<file path="src/srf_pkg.sv">
package srf_pkg;

    localparam logic [2:0] OP_WRITE  = 3'd0;
    localparam logic [2:0] OP_READ   = 3'd1;
    localparam logic [2:0] OP_ROTATE = 3'd2;
    localparam logic [2:0] OP_FLIP_V = 3'd3;
    localparam logic [2:0] OP_FLIP_H = 3'd4;

    localparam logic [2:0] OR_FC = 3'b001;
    localparam logic [2:0] OR_FR = 3'b010;
    localparam logic [2:0] OR_SW = 3'b100;

    localparam logic [7:0] BLANK = 8'd32;

    localparam int CRD_W = 8;
    localparam int Q_DEPTH = 2;
    localparam int Q_PW = 1;

    localparam logic [1:0] K_WRITE = 2'd0;
    localparam logic [1:0] K_READ  = 2'd1;
    localparam logic [1:0] K_BLANK = 2'd2;

    typedef struct packed {
        logic [1:0]       kind;
        logic [CRD_W-1:0] prow;
        logic [CRD_W-1:0] pcol;
        logic [7:0]       symbol;
    } t_cmd;

    typedef struct packed {
        logic push;
        logic full;
    } t_q_stat;

    typedef struct packed {
        logic clearing;
        logic pop;
    } t_bk_stat;

endpackage

</file>
<file path="src/srf_queue.sv">
module srf_queue (
    input  logic          i_clk,
    input  logic          i_rst_n,
    input  logic          i_push,
    input  srf_pkg::t_cmd i_cmd,
    input  logic          i_pop,
    output logic          o_valid,
    output logic          o_full,
    output srf_pkg::t_cmd o_cmd
);
    import srf_pkg::*;

    t_cmd            r_mem [Q_DEPTH];
    logic [Q_PW-1:0] r_wr_ptr;
    logic [Q_PW-1:0] r_rd_ptr;
    logic [Q_PW:0]   r_count;

    assign o_valid = r_count != '0;
    assign o_full  = r_count == (Q_PW + 1)'(Q_DEPTH);
    assign o_cmd   = r_mem[r_rd_ptr];

    always_ff @(posedge i_clk) begin
        if (i_push) begin
            r_mem[r_wr_ptr] <= i_cmd;
        end
    end

    always_ff @(posedge i_clk) begin
        if (!i_rst_n) begin
            r_wr_ptr <= '0;
            r_rd_ptr <= '0;
            r_count  <= '0;
        end else begin
            if (i_push) begin
                r_wr_ptr <= r_wr_ptr + 1'b1;
            end
            if (i_pop) begin
                r_rd_ptr <= r_rd_ptr + 1'b1;
            end
            case ({i_push, i_pop})
                2'b10:   r_count <= r_count + 1'b1;
                2'b01:   r_count <= r_count - 1'b1;
                default: r_count <= r_count;
            endcase
        end
    end

endmodule

</file>
<file path="config.mk">
export PLATFORM = sky130hd
export DESIGN_NAME = srf_queue
export DESIGN_NICKNAME = d
export VERILOG_FILES = /design/src/srf_pkg.sv /design/src/srf_queue.sv
export SDC_FILE = /design/constraint.sdc
export NUM_CORES = 1
export LEC_CHECK = 0
export BUFFER_PORTS_ARGS = -buffer_cell sky130_fd_sc_hd__clkbuf_2
export CAP_MARGIN = 20
export CORE_ASPECT_RATIO = 2
export CORE_MARGIN = 2
export CORE_UTILIZATION = 25
export DETAILED_ROUTE_END_ITERATION = 10
export PLACE_DENSITY = 0.47
export RECOVER_POWER = 100
export SETUP_SLACK_MARGIN = 0.1
export SLEW_MARGIN = 20
export SYNTH_ARGS = -nofsm -noshare
export SYNTH_HDL_FRONTEND = slang
export SYNTH_SLANG_ARGS = --single-unit
</file>
<file path="constraint.sdc">
create_clock -name i_clk -period 2.75 [get_ports i_clk]
set_input_delay 0.55 -clock i_clk [delete_from_list [all_inputs] [get_ports i_clk]]
set_output_delay 0.55 -clock i_clk [all_outputs]
set_load 0.1 [all_outputs]
</file>
==> impl_metrics.env <==
export IMPL_status="completed"
export IMPL_start_util=0.255
export IMPL_max_stage_delay_ns=0.61
export IMPL_coreArea_um2=8170
export IMPL_grt_max_degree=20
export IMPL_htree_levels=3
export IMPL_hold_path_class="input pin to flop"
export IMPL_area_growth_pct=31.8
export IMPL_fmax_mhz=409
export IMPL_relSlewSlack=0.222
export IMPL_drtPass1Iterations=4
export IMPL_synthCells=103
export IMPL_critPathTopFamily="flip-flops"
export IMPL_critPathSlowestCell="dfxtp_1"
export IMPL_crit_buf_inv=2
export IMPL_track_usage=0.101
export IMPL_routabilityCongestion=0.597
export IMPL_dp_hpwl_mm=2.79
export IMPL_finClkSkew_ns=0.00282
export IMPL_ios=58
export IMPL_ff_latch_area_um2=1660
export IMPL_syn_area_um2=2090
export IMPL_drt_iter0_markers=55
export IMPL_post_cts_buffers=0
export IMPL_synth_top_area_share=0.748
export IMPL_yosysUniqueCellTypes=17
export IMPL_drc=0
export IMPL_critPathMaxFanout=18
export IMPL_ys_ff_latch=57
export IMPL_syn_nets=134
export IMPL_insertion_delay_ns=0.32
export IMPL_slew_viol_final=0
export IMPL_vias=1130
export IMPL_cts_tree="yes"
export IMPL_p_leak_nw=0.988
export IMPL_cp_endpoint="o_cmd[1]"
export IMPL_clock_sinks=57
export IMPL_r2r_end="r_mem[1][17]"
export IMPL_diodes=0
export IMPL_clockRootBuffer="clkbuf_16"
export IMPL_wl_per_cell_um=14.5
export IMPL_cap_violations=0
export IMPL_finalCritPeriodShare=0.888
export IMPL_synth_area_leaders="edfxtp_1, mux2_2, dfxtp_1, and2_1, xnor2_1"
export IMPL_synth_top_area_cell="edfxtp_1"
export IMPL_num_fill_cells=791
export IMPL_ir_worst_vdd_mv=0.396
export IMPL_cp_required_ns=2.20
export IMPL_clkTransAtPathRegs_ns=0.05
export IMPL_rsz0062_at_grt="no"
export IMPL_setup_viol=0
export IMPL_port_buffers=57
export IMPL_crit_type="flop to primary output"
export IMPL_ys_seq_area_frac=0.796
export IMPL_die_h_um=133
export IMPL_total_power_w=0.00250
export IMPL_arrival_ns=1.89
export IMPL_wirelength_mm=3.98
export IMPL_final_setup_tns_ns=0
export IMPL_powerDensity_nw_per_um2=909
export IMPL_r2r_start="r_wr_ptr"
export IMPL_crit_path_cell_trace="buf_12 -> mux2_2 -> clkbuf_2"
export IMPL_multi_input_area_um2=408
export IMPL_antenna_found_initial=0
export IMPL_dr_wl_met3_um=247
export IMPL_wl_met2_mm=2.33
export IMPL_ctsHoldBuffers=0
export IMPL_setup_worst_path_end_class="primary output"
export IMPL_reg2reg_slack_ns=0.64
export IMPL_finalCriticalPeriod_ns=2.44
export IMPL_clockBufferDepth=2
export IMPL_cp_num_cells=3
export IMPL_nets=202
export IMPL_wl_met1_mm=1.31
export IMPL_final_util=0.337
export IMPL_die_area_um2=9140
export IMPL_synth_area_per_cell_um2=20.3
export IMPL_tightest_slew_ns=1.17
export IMPL_final_antenna_net_count=0
export IMPL_highest_layer="met4"
export IMPL_vias_per_cell=4.12
export IMPL_grt_pass1_vias=1266
export IMPL_die_x_um=68.6
export IMPL_numCtsBuffers=9
export IMPL_grt_pass1_wl_mm=6.25
export IMPL_final_hold_viol_count=0
export IMPL_ys_warn_count=0
export IMPL_grt_overflow=0
export IMPL_cp_start_kind="flop"
export IMPL_reg2reg_depth=2
export IMPL_layout_drive_gt1_share=0.420
export IMPL_cts_resized=0
export IMPL_core_rowCount=47
export IMPL_whs_ns=0.421
logic make-up after synthesis:
kind of cell | share of synthesized area
flip-flops | 0.796
XOR/XNOR | 0.0126
AND/OR/NAND/NOR | 0.0270
buffers and inverters | 0.00898
multiplexers | 0.140
adder cells (fa/ha/maj) | 0.00599
AO/OA/AOI/OAI | 0.00959
cells in the final DEF, fill, tap and decap left out, drive strengths merged, types with 2 or more instances in the layout:
cell	count
mux2	26
and2	4
xnor2	2
dfxtp	5
edfxtp	52
clkbuf	75
cell type report:
| type | count | share of cell area |
|---|---|---|
| tap | 98 | 0.0446 |
| clock buffer | 16 | 0.0987 |
| multi-input combinational | 42 | 0.148 |
| sequential | 57 | 0.604 |
| timing repair buffer | 60 | 0.103 |
| inverter | 1 | 0.00136 |
registers in the layout, indices dropped and copies added (netlist names), named ones only:
| name | cells |
|---|---|
| r_mem | 52 |
| r_wr_ptr | 1 |
| r_rd_ptr | 1 |
| r_count | 2 |
synthesized netlist by cell type, drive strengths merged:
library cell,count
and2,4
buf,3
inv,1
mux2,26
nor2b,1
dfxtp,5
ha,1
o21a,1
nor2,1
xor2,1
or2,1
o21ai,1
or3,1
and2b,1
edfxtp,52
xnor2,2
a21boi,1
routing by layer:
metal | global-route usage | up-vias
li1 | - | 530
met1 | 0.0937 | 554
met2 | 0.167 | 38
met3 | 0.0405 | 8
met4 | 0.0733 | 0
met5 | 0 | -
metrics by stage:
stage / cell area (µm²) / setup slack, ns / std cells
global route: 2750 / 0.208 / 274
detailed placement: 2520 / 0.588 / 258
global placement: 2520 / 0.663 / 258
finish: 2750 / 0.307 / 274
floorplan: 2090 / 0.605 / 103
CTS: 2790 / 0.228 / 274
power by group:
group          total, W  switching (W)  internal, W
registers       0.00102      0.0000197      0.00100
clock network  0.000980       0.000323     0.000656
logic          0.000501       0.000404    0.0000967
total           0.00250       0.000747      0.00175
worst min path at each step:
stage | cells past startpoint | from | slack [ns] | to
floorplan | 2 | r_count[1] | 0.46 | r_count[1]
global placement | 2 | r_count[1] | 0.47 | r_count[1]
detailed placement | 2 | r_count[1] | 0.50 | r_count[1]
CTS | 1 | i_cmd[6] | 0.40 | r_mem[0][6]
global route | 1 | i_cmd[7] | 0.40 | r_mem[0][7]
finish | 1 | i_cmd[6] | 0.42 | r_mem[0][6]
worst reg2reg max path: stages, from the launching register on:
cell and delay (ns):
dfxtp_1 0.33, and2_0 0.50, clkbuf_1 0.89
(Power assumes the default switching activity.)
