===== config.mk =====
export PLATFORM = sky130hd
export DESIGN_NAME = srf_front
export DESIGN_NICKNAME = d
export VERILOG_FILES = /design/src/srf_pkg.sv /design/src/srf_front.sv
export SDC_FILE = /design/constraint.sdc
export NUM_CORES = 1
export LEC_CHECK = 0
export BUFFER_PORTS_ARGS = -buffer_cell sky130_fd_sc_hd__buf_2
export CELL_PAD_IN_SITES_DETAIL_PLACEMENT = 0
export CELL_PAD_IN_SITES_GLOBAL_PLACEMENT = 1
export CORE_UTILIZATION = 23
export DETAILED_ROUTE_END_ITERATION = 6
export GPL_ROUTABILITY_DRIVEN = 0
export GPL_TIMING_DRIVEN = 0
export PLACE_DENSITY = 0.88
export SLEW_MARGIN = 20
export SYNTH_ARGS = -nofsm -noshare
export SYNTH_HDL_FRONTEND = slang
export SYNTH_SLANG_ARGS = --single-unit

===== constraint.sdc =====
create_clock -name i_clk -period 1.4 [get_ports i_clk]
set_input_delay 0.14 -clock i_clk [delete_from_list [all_inputs] [get_ports i_clk]]
set_output_delay 0.14 -clock i_clk [all_outputs]
set_load 0.005 [all_outputs]

===== src/srf_pkg.sv =====
package srf_pkg;

    localparam logic [2:0] OP_WRITE  = 3'd0;
    localparam logic [2:0] OP_READ   = 3'd1;
    localparam logic [2:0] OP_ROTATE = 3'd2;
    localparam logic [2:0] OP_FLIP_V = 3'd3;
    localparam logic [2:0] OP_FLIP_H = 3'd4;

    localparam logic [2:0] OR_FC = 3'b001;
    localparam logic [2:0] OR_FR = 3'b010;
    localparam logic [2:0] OR_SW = 3'b100;

    localparam logic [7:0] BLANK = 8'd32;

    localparam int CRD_W = 8;
    localparam int Q_DEPTH = 2;
    localparam int Q_PW = 1;

    localparam logic [1:0] K_WRITE = 2'd0;
    localparam logic [1:0] K_READ  = 2'd1;
    localparam logic [1:0] K_BLANK = 2'd2;

    typedef struct packed {
        logic [1:0]       kind;
        logic [CRD_W-1:0] prow;
        logic [CRD_W-1:0] pcol;
        logic [7:0]       symbol;
    } t_cmd;

    typedef struct packed {
        logic push;
        logic full;
    } t_q_stat;

    typedef struct packed {
        logic clearing;
        logic pop;
    } t_bk_stat;

endpackage


===== src/srf_front.sv =====
module srf_front #(
    parameter int SIDE = 64
) (
    input  logic         i_clk,
    input  logic         i_rst_n,
    input  logic         i_accept,
    input  logic [2:0]   i_op,
    input  logic [5:0]   i_row,
    input  logic [5:0]   i_col,
    input  logic [7:0]   i_symbol,
    output logic         o_push,
    output srf_pkg::t_cmd o_cmd
);
    import srf_pkg::*;

    localparam logic [8:0] MAXC = 9'(SIDE - 1);
    localparam logic [8:0] SIDE_V = 9'(SIDE);

    logic [2:0] r_orient;
    logic [2:0] n_orient;
    logic [8:0] row_x;
    logic [8:0] col_x;
    logic [8:0] a;
    logic [8:0] b;
    logic [8:0] pr;
    logic [8:0] pc;
    logic       in_img;

    assign row_x  = {3'b000, i_row};
    assign col_x  = {3'b000, i_col};
    assign in_img = (row_x < SIDE_V) && (col_x < SIDE_V);

    always_comb begin
        a  = (r_orient & OR_SW) != 3'b000 ? col_x : row_x;
        b  = (r_orient & OR_SW) != 3'b000 ? row_x : col_x;
        pr = (r_orient & OR_FR) != 3'b000 ? MAXC - a : a;
        pc = (r_orient & OR_FC) != 3'b000 ? MAXC - b : b;
    end

    always_comb begin
        n_orient     = r_orient;
        o_push       = 1'b0;
        o_cmd.kind   = K_WRITE;
        o_cmd.prow   = pr[CRD_W-1:0];
        o_cmd.pcol   = pc[CRD_W-1:0];
        o_cmd.symbol = i_symbol;
        case (i_op)
            OP_WRITE: begin
                o_push = i_accept && in_img;
            end
            OP_READ: begin
                o_push     = i_accept;
                o_cmd.kind = in_img ? K_READ : K_BLANK;
            end
            OP_ROTATE: begin
                if ((r_orient & OR_SW) != 3'b000) begin
                    n_orient = (r_orient & ~OR_SW) ^ OR_FC;
                end else begin
                    n_orient = (r_orient | OR_SW) ^ OR_FR;
                end
            end
            OP_FLIP_V: begin
                n_orient = r_orient ^ (((r_orient & OR_SW) != 3'b000) ? OR_FC : OR_FR);
            end
            OP_FLIP_H: begin
                n_orient = r_orient ^ (((r_orient & OR_SW) != 3'b000) ? OR_FR : OR_FC);
            end
            default: begin
                n_orient = r_orient;
            end
        endcase
    end

    always_ff @(posedge i_clk) begin
        if (!i_rst_n) begin
            r_orient <= 3'b000;
        end else if (i_accept) begin
            r_orient <= n_orient;
        end
    end

endmodule


==> impl_metrics.env, run 1 <==
export IMPL_yosysWarningCount=0
export IMPL_critical_path_depth=5
export IMPL_cp_startpoint="r_orient[2]$_SDFFE_PN0P_"
export IMPL_cts_max_path_buffers=2
export IMPL_cp_end_kind="output port"
export IMPL_syn2layout_area_growth_pct=67.2
export IMPL_fin_skew_ns=0.00275
export IMPL_clk_latency_ns=0.23
export IMPL_grt_max_degree=9
export IMPL_r2r_cells=5
export IMPL_portBuffers=39
export IMPL_syn_inst=62
export IMPL_viasPerCell=4.05
export IMPL_dieArea_um2=2600
export IMPL_violations="negative setup slack"
export IMPL_vias=563
export IMPL_rows=17
export IMPL_max_freq_mhz=698
export IMPL_synth_top_cell_area_share_pct=25.3
export IMPL_clkSinkCount=3
export IMPL_routedWlPerCell_um=9.96
export IMPL_syn_area_um2=553
export IMPL_worstPathArrival_ns=1.29
export IMPL_drv_cap=0
export IMPL_finalNetCount=138
export IMPL_setup_viol=11
export IMPL_synthFlopType="dfxtp_1"
export IMPL_crit_required_ns=1.26
export IMPL_worst_path_buf_inv=3
export IMPL_io_pins=53
export IMPL_grt_overflow=0
export IMPL_path_cells="buf_6 > buf_12 > mux2i_2 > xnor2_1 > buf_2"
export IMPL_worstSetupPathType="reg2out"
export IMPL_synth_top_cells_by_area="mux2i_1 (25%), xnor2_1 (19%), buf_4 (18%)"
export IMPL_core_area_um2=2230
export IMPL_wirelength_um=1390
export IMPL_num_antenna_cells=0
export IMPL_status="complete, but fails checks"
export IMPL_cp_slowest_cell="dfxtp_2"
export IMPL_drv_slew=0
export IMPL_crit_family="buffers and inverters"
export IMPL_clockRootBuffer="clkbuf_4"
export IMPL_yosysMostFrequentCell="mux2i_1"
export IMPL_avgSynthCellArea_um2=8.92
export IMPL_drt_iter0_markers=6
export IMPL_cp_start_kind="flip-flop"
export IMPL_rsz0062_at_grt="true"
export IMPL_die_h_um=51.0
export IMPL_min_period_ns=1.43
export IMPL_hpwl_um=988
export IMPL_synth_edf_count=0
export IMPL_drc_errors=0
export IMPL_async_reset_ff_share_pct=0
export IMPL_rr_startpoint="r_orient[2]$_SDFFE_PN0P_"
export IMPL_regMostFlops="r_orient"
export IMPL_r2r_slack_ns=0.17
export IMPL_grt_usage_pct=11.3
export IMPL_crit_fanout=5
export IMPL_hold_path_class="in2reg"
export IMPL_postRouteAntennaNets=0
export IMPL_r2r_end="r_orient[1]$_SDFFE_PN0P_"
export IMPL_reg_largest_list="r_orient: 3 flops"
export IMPL_hold_ws_ns=0.174
export IMPL_synth_distinct_cells=17
export IMPL_drive_above_1_share_pct=64.9
export IMPL_fin_tns_setup_ns=-0.167
export IMPL_power_density_nw_per_um2=541
export IMPL_h_tree_depth=1
export IMPL_path_clk_slew_ns=0.03
export IMPL_grt_pass1_vias=508
export IMPL_dpl_worst_slack_ns=0.113
export IMPL_finalCritPeriodShare_pct=102
export IMPL_grt_pass1_wl_um=2160
export IMPL_peakVddDrop_uv=291
export IMPL_antenna_found_initial=0
export IMPL_fin_ws_ns=-0.0329
export IMPL_seq_area_frac_synth_pct=10.9
export IMPL_initial_core_util_pct=24.8
export IMPL_cpPeakStageDelay_ns=0.31
export IMPL_largest_reg_flops=3
export IMPL_numCtsBuffers=3
export IMPL_yosys_area_top_type="mux2i_1"
export IMPL_yosys_top_cells_count="mux2i_1 (14), buf_4 (13), xnor2_1 (12), dfxtp_1 (3), nor3b_1 (3)"
export IMPL_cts_tree="done"
export IMPL_die_w_um=51.0
export IMPL_synth_seq_cells=3
export IMPL_hold_violations=0
export IMPL_ctsHoldBuffers=0
export IMPL_leakage_nw=0.445
export IMPL_endpoint="o_cmd[12]"
export IMPL_firstDrtPassIters=4
cell usage in the layout, fill, tap and decap left out:
| cell | n |
|---|---|
| mux2i_4 | 2 |
| clkbuf_1 | 1 |
| nand2_1 | 2 |
| o21ai_1 | 2 |
| buf_4 | 16 |
| xnor2_1 | 12 |
| buf_12 | 1 |
| dfxtp_2 | 1 |
| mux2i_1 | 6 |
| and4bb_2 | 1 |
| xor2_1 | 1 |
| nand2b_1 | 2 |
| and3b_1 | 1 |
| buf_6 | 1 |
| clkbuf_4 | 3 |
| buf_2 | 39 |
| and4bb_1 | 1 |
| nor3b_1 | 3 |
| dfxtp_1 | 2 |
| and2_1 | 1 |
| mux2i_2 | 6 |
| nor4b_2 | 1 |
| conb_1 | 5 |
| buf_16 | 1 |
worst reg2reg max path, cell delays in order (launching register included):
cell      delay, ns
dfxtp_2        0.31
buf_6          0.13
buf_4          0.15
and4bb_1       0.20
o21ai_1        0.18
mux2i_1        0.20
how the worst min path moves through the flow:
stage	cells after the start	slack, ns	to	startpoint
floorplan	1	0.26	r_orient[2]$_SDFFE_PN0P_	i_rst_n
global placement	2	0.40	r_orient[2]$_SDFFE_PN0P_	i_rst_n
detailed placement	2	0.42	r_orient[2]$_SDFFE_PN0P_	i_rst_n
CTS	2	0.17	r_orient[2]$_SDFFE_PN0P_	i_rst_n
global route	2	0.20	r_orient[2]$_SDFFE_PN0P_	i_rst_n
finish	2	0.17	r_orient[2]$_SDFFE_PN0P_	i_rst_n
through the flow:
stage	util [%]	std cells	total power [W]	cell area, um^2
2_1_floorplan	-	66	0.000222	568
3_3_place_gp	35.7	133	0.000311	798
3_5_place_dp	35.7	133	0.000315	798
5_1_grt	41.4	139	0.000544	925
6_report	41.4	139	0.000500	925
4_1_cts	39.4	139	0.000491	881
power breakdown:
group | internal, W | switching, W | leakage (nW) | total, W
Clock | 0.000107 | 0.0000460 | 0.0150 | 0.000153
Sequential | 0.0000903 | 0.0000105 | 0.0249 | 0.000101
Combinational | 0.000151 | 0.0000952 | 0.405 | 0.000247
Total | 0.000349 | 0.000152 | 0.445 | 0.000500
final cells by class:
cell class | count | area (um^2)
Fill cell | 232 | 1310
Multi-Input combinational cell | 46 | 428
Timing Repair Buffer | 43 | 245
Buffer | 15 | 129
Sequential cell | 3 | 61.3
Tap cell | 28 | 35.0
Clock buffer | 4 | 26.3
per-layer routing:
layer | vias up | GRT usage [%] | wire [um]
met4 | 0 | 5.56 | 16
li1 | 292 | - | -
met1 | 224 | 13.3 | 596
met2 | 45 | 19.3 | 608
met3 | 2 | 2.08 | 164
met5 | - | 0 | 0
timing repair:
action / 4_1_cts / 5_1_grt
pin swaps: 0 / 4
setup endpoints to repair: 12 / 12
cloned: 1 / 0
gates resized for setup: 5 / 9
setup buffers: 3 / 0
cells by family after synthesis:
logic type	after synthesis	synth area share [%]
buffers and inverters	17	23.1
and+or+nand+nor	12	17.6
DFF	3	10.9
AOI/OAI and AO/OA	2	1.81
muxes	14	25.3
other	1	0.678
xor gates and xnor gates	13	20.6
(Power assumes the default switching activity.)
==> inputs of run 2 (changes only) <==
--- a/config.mk
+++ b/config.mk
@@ -5,14 +5,15 @@
 export SDC_FILE = /design/constraint.sdc
 export NUM_CORES = 1
 export LEC_CHECK = 0
+export ABC_AREA = 1
 export BUFFER_PORTS_ARGS = -buffer_cell sky130_fd_sc_hd__buf_2
 export CELL_PAD_IN_SITES_DETAIL_PLACEMENT = 0
 export CELL_PAD_IN_SITES_GLOBAL_PLACEMENT = 1
-export CORE_UTILIZATION = 23
+export CORE_UTILIZATION = 21
 export DETAILED_ROUTE_END_ITERATION = 6
 export GPL_ROUTABILITY_DRIVEN = 0
 export GPL_TIMING_DRIVEN = 0
-export PLACE_DENSITY = 0.88
+export PLACE_DENSITY = 0.84
 export SLEW_MARGIN = 20
 export SYNTH_ARGS = -nofsm -noshare
 export SYNTH_HDL_FRONTEND = slang
==> constraint.sdc (replaced) <==
create_clock -name i_clk -period 1.2 [get_ports i_clk]
set_input_delay 0.12 -clock i_clk [delete_from_list [all_inputs] [get_ports i_clk]]
set_output_delay 0.12 -clock i_clk [all_outputs]
set_load 0.005 [all_outputs]
==> run 2 against run 1 <==
Against the previous run:
- the run ends with design-rule violations, negative setup slack left
- final area is 6.9% higher
- clock power rose by 18%
- utilization shrank 6.5 points
- clock skew shrank 0.0023 ns
- die area is 27% higher
- area after synthesis is 17% higher
- power grew 25%
- sequential share of layout area fell by 0.43 points
==> impl_metrics.env, run 2 <==
export IMPL_status="complete, but fails checks"
export IMPL_violations="design-rule violations, negative setup slack"
export IMPL_hold_ws_ns=0.140
export IMPL_min_period_ns=1.40
export IMPL_die_h_um=57.4
export IMPL_hold_path_class="in2reg"
export IMPL_drive_above_1_share_pct=48.4
export IMPL_fin_skew_ns=0.000473
export IMPL_path_clk_slew_ns=0.04
export IMPL_h_tree_depth=1
export IMPL_grt_pass1_vias=601
export IMPL_syn2layout_area_growth_pct=53.1
export IMPL_die_w_um=57.4
export IMPL_hold_end="r_orient[1]$_SDFFE_PN0P_"
export IMPL_multiInputGateArea_um2=413
export IMPL_r2r_cells=8
export IMPL_seq_area_um2=61.3
export IMPL_clockRootBuffer="clkbuf_4"
export IMPL_cts_max_path_buffers=2
export IMPL_p_seq_share_pct=17.3
export IMPL_p_int_w=0.000407
export IMPL_hold_path_startpoint="i_rst_n"
export IMPL_fin_ws_ns=-0.198
export IMPL_use_met3_pct=1.36
export IMPL_synth_edf_count=0
export IMPL_grt_usage_pct=9.89
export IMPL_peakVddDrop_uv=309
export IMPL_initial_core_util_pct=22.8
export IMPL_drc_errors=3
export IMPL_portBuffers=39
export IMPL_cp_end_kind="output port"
export IMPL_io_pins=53
export IMPL_r2r_end="r_orient[1]$_SDFFE_PN0P_"
export IMPL_final_cell_mix="buf_2 (39), nand2_1 (26), buf_4 (18)"
export IMPL_netSwitchingPower_w=0.000217
export IMPL_leakage_nw=0.595
export IMPL_synth_seq_cells=3
export IMPL_synthFlopType="dfxtp_1"
export IMPL_grt_max_degree=11
export IMPL_rows=19
export IMPL_syn_area_um2=646
export IMPL_antenna_found_initial=0
export IMPL_clockPowerShare_pct=29.0
export IMPL_reg_largest_list="r_orient: 3 flops"
export IMPL_fin_cells=188
export IMPL_setup_viol=12
export IMPL_yosysWarningCount=0
export IMPL_cts_tree="done"
export IMPL_routedWlPerCell_um=8.96
export IMPL_worstPathArrival_ns=1.28
export IMPL_largest_reg_flops=3
export IMPL_hpwl_um=1280
export IMPL_combPwrFrac_pct=53.7
export IMPL_finalCritPeriodShare_pct=117
export IMPL_cp_slowest_cell="dfxtp_2"
export IMPL_fin_tns_setup_ns=-1.98
export IMPL_yosysMostFrequentCell="nand2_1"
export IMPL_numCtsBuffers=3
export IMPL_postRouteAntennaNets=0
export IMPL_drv_slew=0
export IMPL_drv_cap=0
export IMPL_grt_use_met2_pct=17.4
export IMPL_rr_startpoint="r_orient[2]$_SDFFE_PN0P_"
export IMPL_layout_commonest_cell="buf_2"
export IMPL_crit_fanout=9
export IMPL_worstSetupPathType="reg2out"
export IMPL_drt_iter0_markers=10
export IMPL_synth_top_cell_area_share_pct=17.4
export IMPL_busiest_layer="met2"
export IMPL_regMostFlops="r_orient"
export IMPL_max_freq_mhz=715
export IMPL_synth_distinct_cells=18
export IMPL_r2r_slack_ns=0.02
export IMPL_seq_area_frac_synth_pct=9.30
export IMPL_wirelength_um=1680
export IMPL_power_density_nw_per_um2=631
export IMPL_fin_util_pct=34.9
export IMPL_n_fill_cell=317
export IMPL_grt_overflow=0
export IMPL_viasPerCell=4.05
export IMPL_cp_start_kind="flip-flop"
export IMPL_avgSynthCellArea_um2=6.09
export IMPL_yosys_top_cells_count="nand2_1 (26), buf_4 (15), inv_1 (12), xor2_1 (12), nand3_1 (9)"
export IMPL_yosys_area_top_type="buf_4"
export IMPL_num_antenna_cells=0
export IMPL_async_reset_ff_share_pct=0
export IMPL_placedCellCount=180
export IMPL_firstDrtPassIters=7
export IMPL_rsz0062_at_grt="true"
export IMPL_dieArea_um2=3300
export IMPL_syn_inst=106
export IMPL_hold_violations=0
export IMPL_cpPeakStageDelay_ns=0.31
export IMPL_clkSinkCount=3
export IMPL_clk_latency_ns=0.24
export IMPL_crit_required_ns=1.08
export IMPL_grt_pass1_wl_um=2640
export IMPL_p_sw_share_pct=34.8
export IMPL_hold_depth=3
export IMPL_vias=762
export IMPL_finalNetCount=184
export IMPL_path_cells="buf_6 > inv_8 > clkbuf_16 > o21ai_2 > xor2_1 > buf_2"
export IMPL_dpl_worst_slack_ns=-0.00905
export IMPL_grt_use_met1_pct=12.3
export IMPL_synth_top_cells_by_area="buf_4 (17%), xor2_1 (16%), nand2_1 (15%)"
export IMPL_core_area_um2=2830
-- run 2: how the worst max path moves through the flow --
stage,startpoint,end,slack [ns]
after floorplan,r_orient[2]$_SDFFE_PN0P_,o_cmd[12],0.18
after global placement,r_orient[2]$_SDFFE_PN0P_,o_cmd[8],-0.008
after detailed placement,r_orient[2]$_SDFFE_PN0P_,o_cmd[8],-0.009
after CTS,r_orient[2]$_SDFFE_PN0P_,o_cmd[8],-0.22
after global routing,r_orient[2]$_SDFFE_PN0P_,o_cmd[19],-0.28
final,r_orient[2]$_SDFFE_PN0P_,o_cmd[8],-0.20
-- run 2: kinds of logic after synthesis --
kind of cell	synth area share [%]
other	0.581
and+or+nand+nor	28.3
xor gates and xnor gates	16.3
AOI/OAI and AO/OA	13.6
buffers and inverters	32.0
DFF	9.30
-- run 2: metrics by stage --
stage	cell area (um^2)	power, W
after floorplan	661	0.000302
after global placement	895	0.000426
after detailed placement	895	0.000427
after CTS	943	0.000618
after global routing	988	0.000683
final	988	0.000624
-- run 2: worst max-delay path, delay by kind of cell (launching register included) --
| kind | cells | cell delay (ns) |
|---|---|---|
| buffers and inverters | 4 | 0.45 |
| flip-flops | 1 | 0.31 |
| XOR/XNOR | 1 | 0.16 |
| AO/OA/AOI/OAI | 1 | 0.11 |
-- run 2: area by class of cell --
cell class / instances / share of cell area (%)
plain buffers: 18 / 15.2
clock buffers: 4 / 2.66
inverters: 13 / 5.70
multi-input cells: 76 / 41.8
flip-flops and latches: 3 / 6.20
well taps: 31 / 3.92
repair buffers: 43 / 24.6
-- run 2: timing repair --
item | 4_1_cts | 5_1_grt
pin swaps | 4 | 2
resized for setup | 2 | 9
setup buffers | 3 | 0
hold buffers | 0 | 0
cloned | 0 | 1
setup endpoints to repair | 12 | 13
-- run 2: per-layer routing --
| metal | up-vias | routed length [um] |
|---|---|---|
| li1 | 416 | - |
| met1 | 312 | 710 |
| met2 | 34 | 858 |
| met3 | 0 | 115 |
| met4 | 0 | 0 |
| met5 | - | 0 |
-- run 2: power groups by stage --
stage / Clock (W) / Sequential (W) / Combinational (W)
final: 0.000181 / 0.000108 / 0.000335
after global routing: 0.000201 / 0.000108 / 0.000373
after CTS: 0.000186 / 0.000108 / 0.000325
after detailed placement: 0 / 0.000109 / 0.000318
after global placement: 0 / 0.000109 / 0.000317
after floorplan: 0 / 0.000109 / 0.000193
==> inputs of run 3 (changes only) <==
--- a/config.mk
+++ b/config.mk
@@ -9,11 +9,12 @@
 export BUFFER_PORTS_ARGS = -buffer_cell sky130_fd_sc_hd__buf_2
 export CELL_PAD_IN_SITES_DETAIL_PLACEMENT = 0
 export CELL_PAD_IN_SITES_GLOBAL_PLACEMENT = 1
-export CORE_UTILIZATION = 21
+export CORE_UTILIZATION = 25
+export CTS_CLUSTER_DIAMETER = 40
 export DETAILED_ROUTE_END_ITERATION = 6
 export GPL_ROUTABILITY_DRIVEN = 0
 export GPL_TIMING_DRIVEN = 0
-export PLACE_DENSITY = 0.84
+export PLACE_DENSITY = 0.93
 export SLEW_MARGIN = 20
 export SYNTH_ARGS = -nofsm -noshare
 export SYNTH_HDL_FRONTEND = slang
==> constraint.sdc (replaced) <==
create_clock -name i_clk -period 1.81 [get_ports i_clk]
set_input_delay 0.181 -clock i_clk [delete_from_list [all_inputs] [get_ports i_clk]]
set_output_delay 0.181 -clock i_clk [all_outputs]
set_load 0.01 [all_outputs]
==> run 3 against run 2 <==
Against the previous run:
- the flow now finishes without violations
- clock power fell by 36%
- wire length down 9.0%
- power shrank 33%
- register-to-register slack better by 0.75 ns
- worst setup slack improved by 0.51 ns
- flip-flop and latch count did not move
- sequential power is 34% lower
- die area shrank 15%
- first-iteration DRC count up 20%
- combinational power is 31% lower
- non-clock buffer count decreased by 4
- critical endpoint is now o_cmd[9]
- largest cell class unchanged
- largest power group unchanged
- highest routed layer unchanged
==> impl_metrics.env, run 3 (synthesized netlist as in run 2, its figures left out) <==
export IMPL_status="finished clean"
export IMPL_min_period_ns=1.50
export IMPL_leakage_nw=0.563
export IMPL_n_fill_cell=270
export IMPL_h_tree_depth=1
export IMPL_drv_slew=0
export IMPL_finalNetCount=180
export IMPL_syn2layout_area_growth_pct=42.4
export IMPL_cp_start_kind="flip-flop"
export IMPL_rsz0062_at_grt="false"
export IMPL_hold_ws_ns=0.213
export IMPL_hold_path_class="in2reg"
export IMPL_die_w_um=52.8
export IMPL_path_clk_slew_ns=0.04
export IMPL_worstSetupPathType="reg2out"
export IMPL_crit_fanout=10
export IMPL_fin_tns_setup_ns=0
export IMPL_post_cts_buffers=0
export IMPL_cp_end_kind="output port"
export IMPL_worstPathArrival_ns=1.32
export IMPL_viasPerCell=4.19
export IMPL_fin_skew_ns=0.00226
export IMPL_crit_required_ns=1.63
export IMPL_hpwl_um=1240
export IMPL_post_cts_resize_count=0
export IMPL_routedWlPerCell_um=8.37
export IMPL_peakVddDrop_uv=245
export IMPL_num_antenna_cells=0
export IMPL_max_freq_mhz=667
export IMPL_vias=766
export IMPL_clkSinkCount=3
export IMPL_clockRootBuffer="clkbuf_4"
export IMPL_clk_latency_ns=0.23
export IMPL_postRouteAntennaNets=0
export IMPL_drc_errors=0
export IMPL_ctsHoldBuffers=0
export IMPL_multiInputGateArea_um2=394
export IMPL_die_h_um=52.8
export IMPL_grt_overflow=0
export IMPL_grt_max_degree=11
export IMPL_hold_violations=0
export IMPL_reg_largest_list="r_orient: 3 flops"
export IMPL_antenna_found_initial=0
export IMPL_drv_cap=0
export IMPL_finalCritPeriodShare_pct=82.9
export IMPL_cts_max_path_buffers=2
export IMPL_dieArea_um2=2790
export IMPL_seq_area_um2=60.1
export IMPL_firstDrtPassIters=4
export IMPL_cts_tree="done"
export IMPL_rows=18
export IMPL_grt_pass1_vias=573
export IMPL_power_density_nw_per_um2=456
export IMPL_core_area_um2=2450
export IMPL_portBuffers=39
export IMPL_grt_usage_pct=10.4
export IMPL_initial_core_util_pct=26.3
export IMPL_setup_viol=0
export IMPL_grt_pass1_wl_um=2210
export IMPL_largest_reg_flops=3
export IMPL_io_pins=53
export IMPL_drive_above_1_share_pct=43.1
export IMPL_regMostFlops="r_orient"
export IMPL_final_cell_mix="buf_2 (39), nand2_1 (26), buf_4 (15)"
export IMPL_wirelength_um=1530
export IMPL_layout_commonest_cell="buf_2"
export IMPL_drt_iter0_markers=12
export IMPL_numCtsBuffers=3
[run 3: report_power, final]
group / internal, W / total, W / switching, W / leakage, nW
combinational: 0.000109 / 0.000232 / 0.000123 / 0.524
sequential: 0.0000705 / 0.0000714 / 0.000000966 / 0.0246
clock: 0.0000825 / 0.000116 / 0.0000334 / 0.0150
[run 3: through the flow]
step	area (um^2)	std cells	setup slack, ns	utilization (%)	total power (W)
3_3_place_gp	893	179	0.577	36.4	0.000300
5_1_grt	920	183	0.188	37.5	0.000456
6_report	920	183	0.310	37.5	0.000419
4_1_cts	920	183	0.279	37.5	0.000427
2_1_floorplan	661	110	0.662	-	0.000223
3_5_place_dp	893	179	0.530	36.4	0.000305
[run 3: final cells by class]
cell class                 instances  area share [%]
buffer                            18            16.3
clock buffer                       4            2.86
inverter                          13            6.12
multi-input combinational         76            42.9
sequential                         3            6.53
tap                               30            4.08
timing repair buffer              39            21.2
[run 3: per-layer routing]
metal  global-route usage [%]  share of wire [%]
met1                     11.0                 47
met5                        0                  0
met4                     2.19                  0
met3                     2.61                9.2
met2                     20.3                 44
[run 3: path summary, 6_finish.rpt]
check | start | to | slack, ns | depth (start not counted)
worst max register to register | r_orient[2]$_SDFFE_PN0P_ | r_orient[1]$_SDFFE_PN0P_ | 0.77 | 7
worst max-delay path | r_orient[2]$_SDFFE_PN0P_ | o_cmd[9] | 0.31 | 7
worst min-delay path | i_rst_n | r_orient[0]$_SDFFE_PN0P_ | 0.21 | 3
worst min register to register | r_orient[1]$_SDFFE_PN0P_ | r_orient[1]$_SDFFE_PN0P_ | 0.71 | 5
[run 3: worst max-delay path, stage by stage, from the launching register on]
cell,delay [ns]
dfxtp_1,0.30
buf_6,0.14
inv_8,0.07
buf_8,0.13
nand2_1,0.05
o21ai_1,0.09
xor2_1,0.17
buf_2,0.15
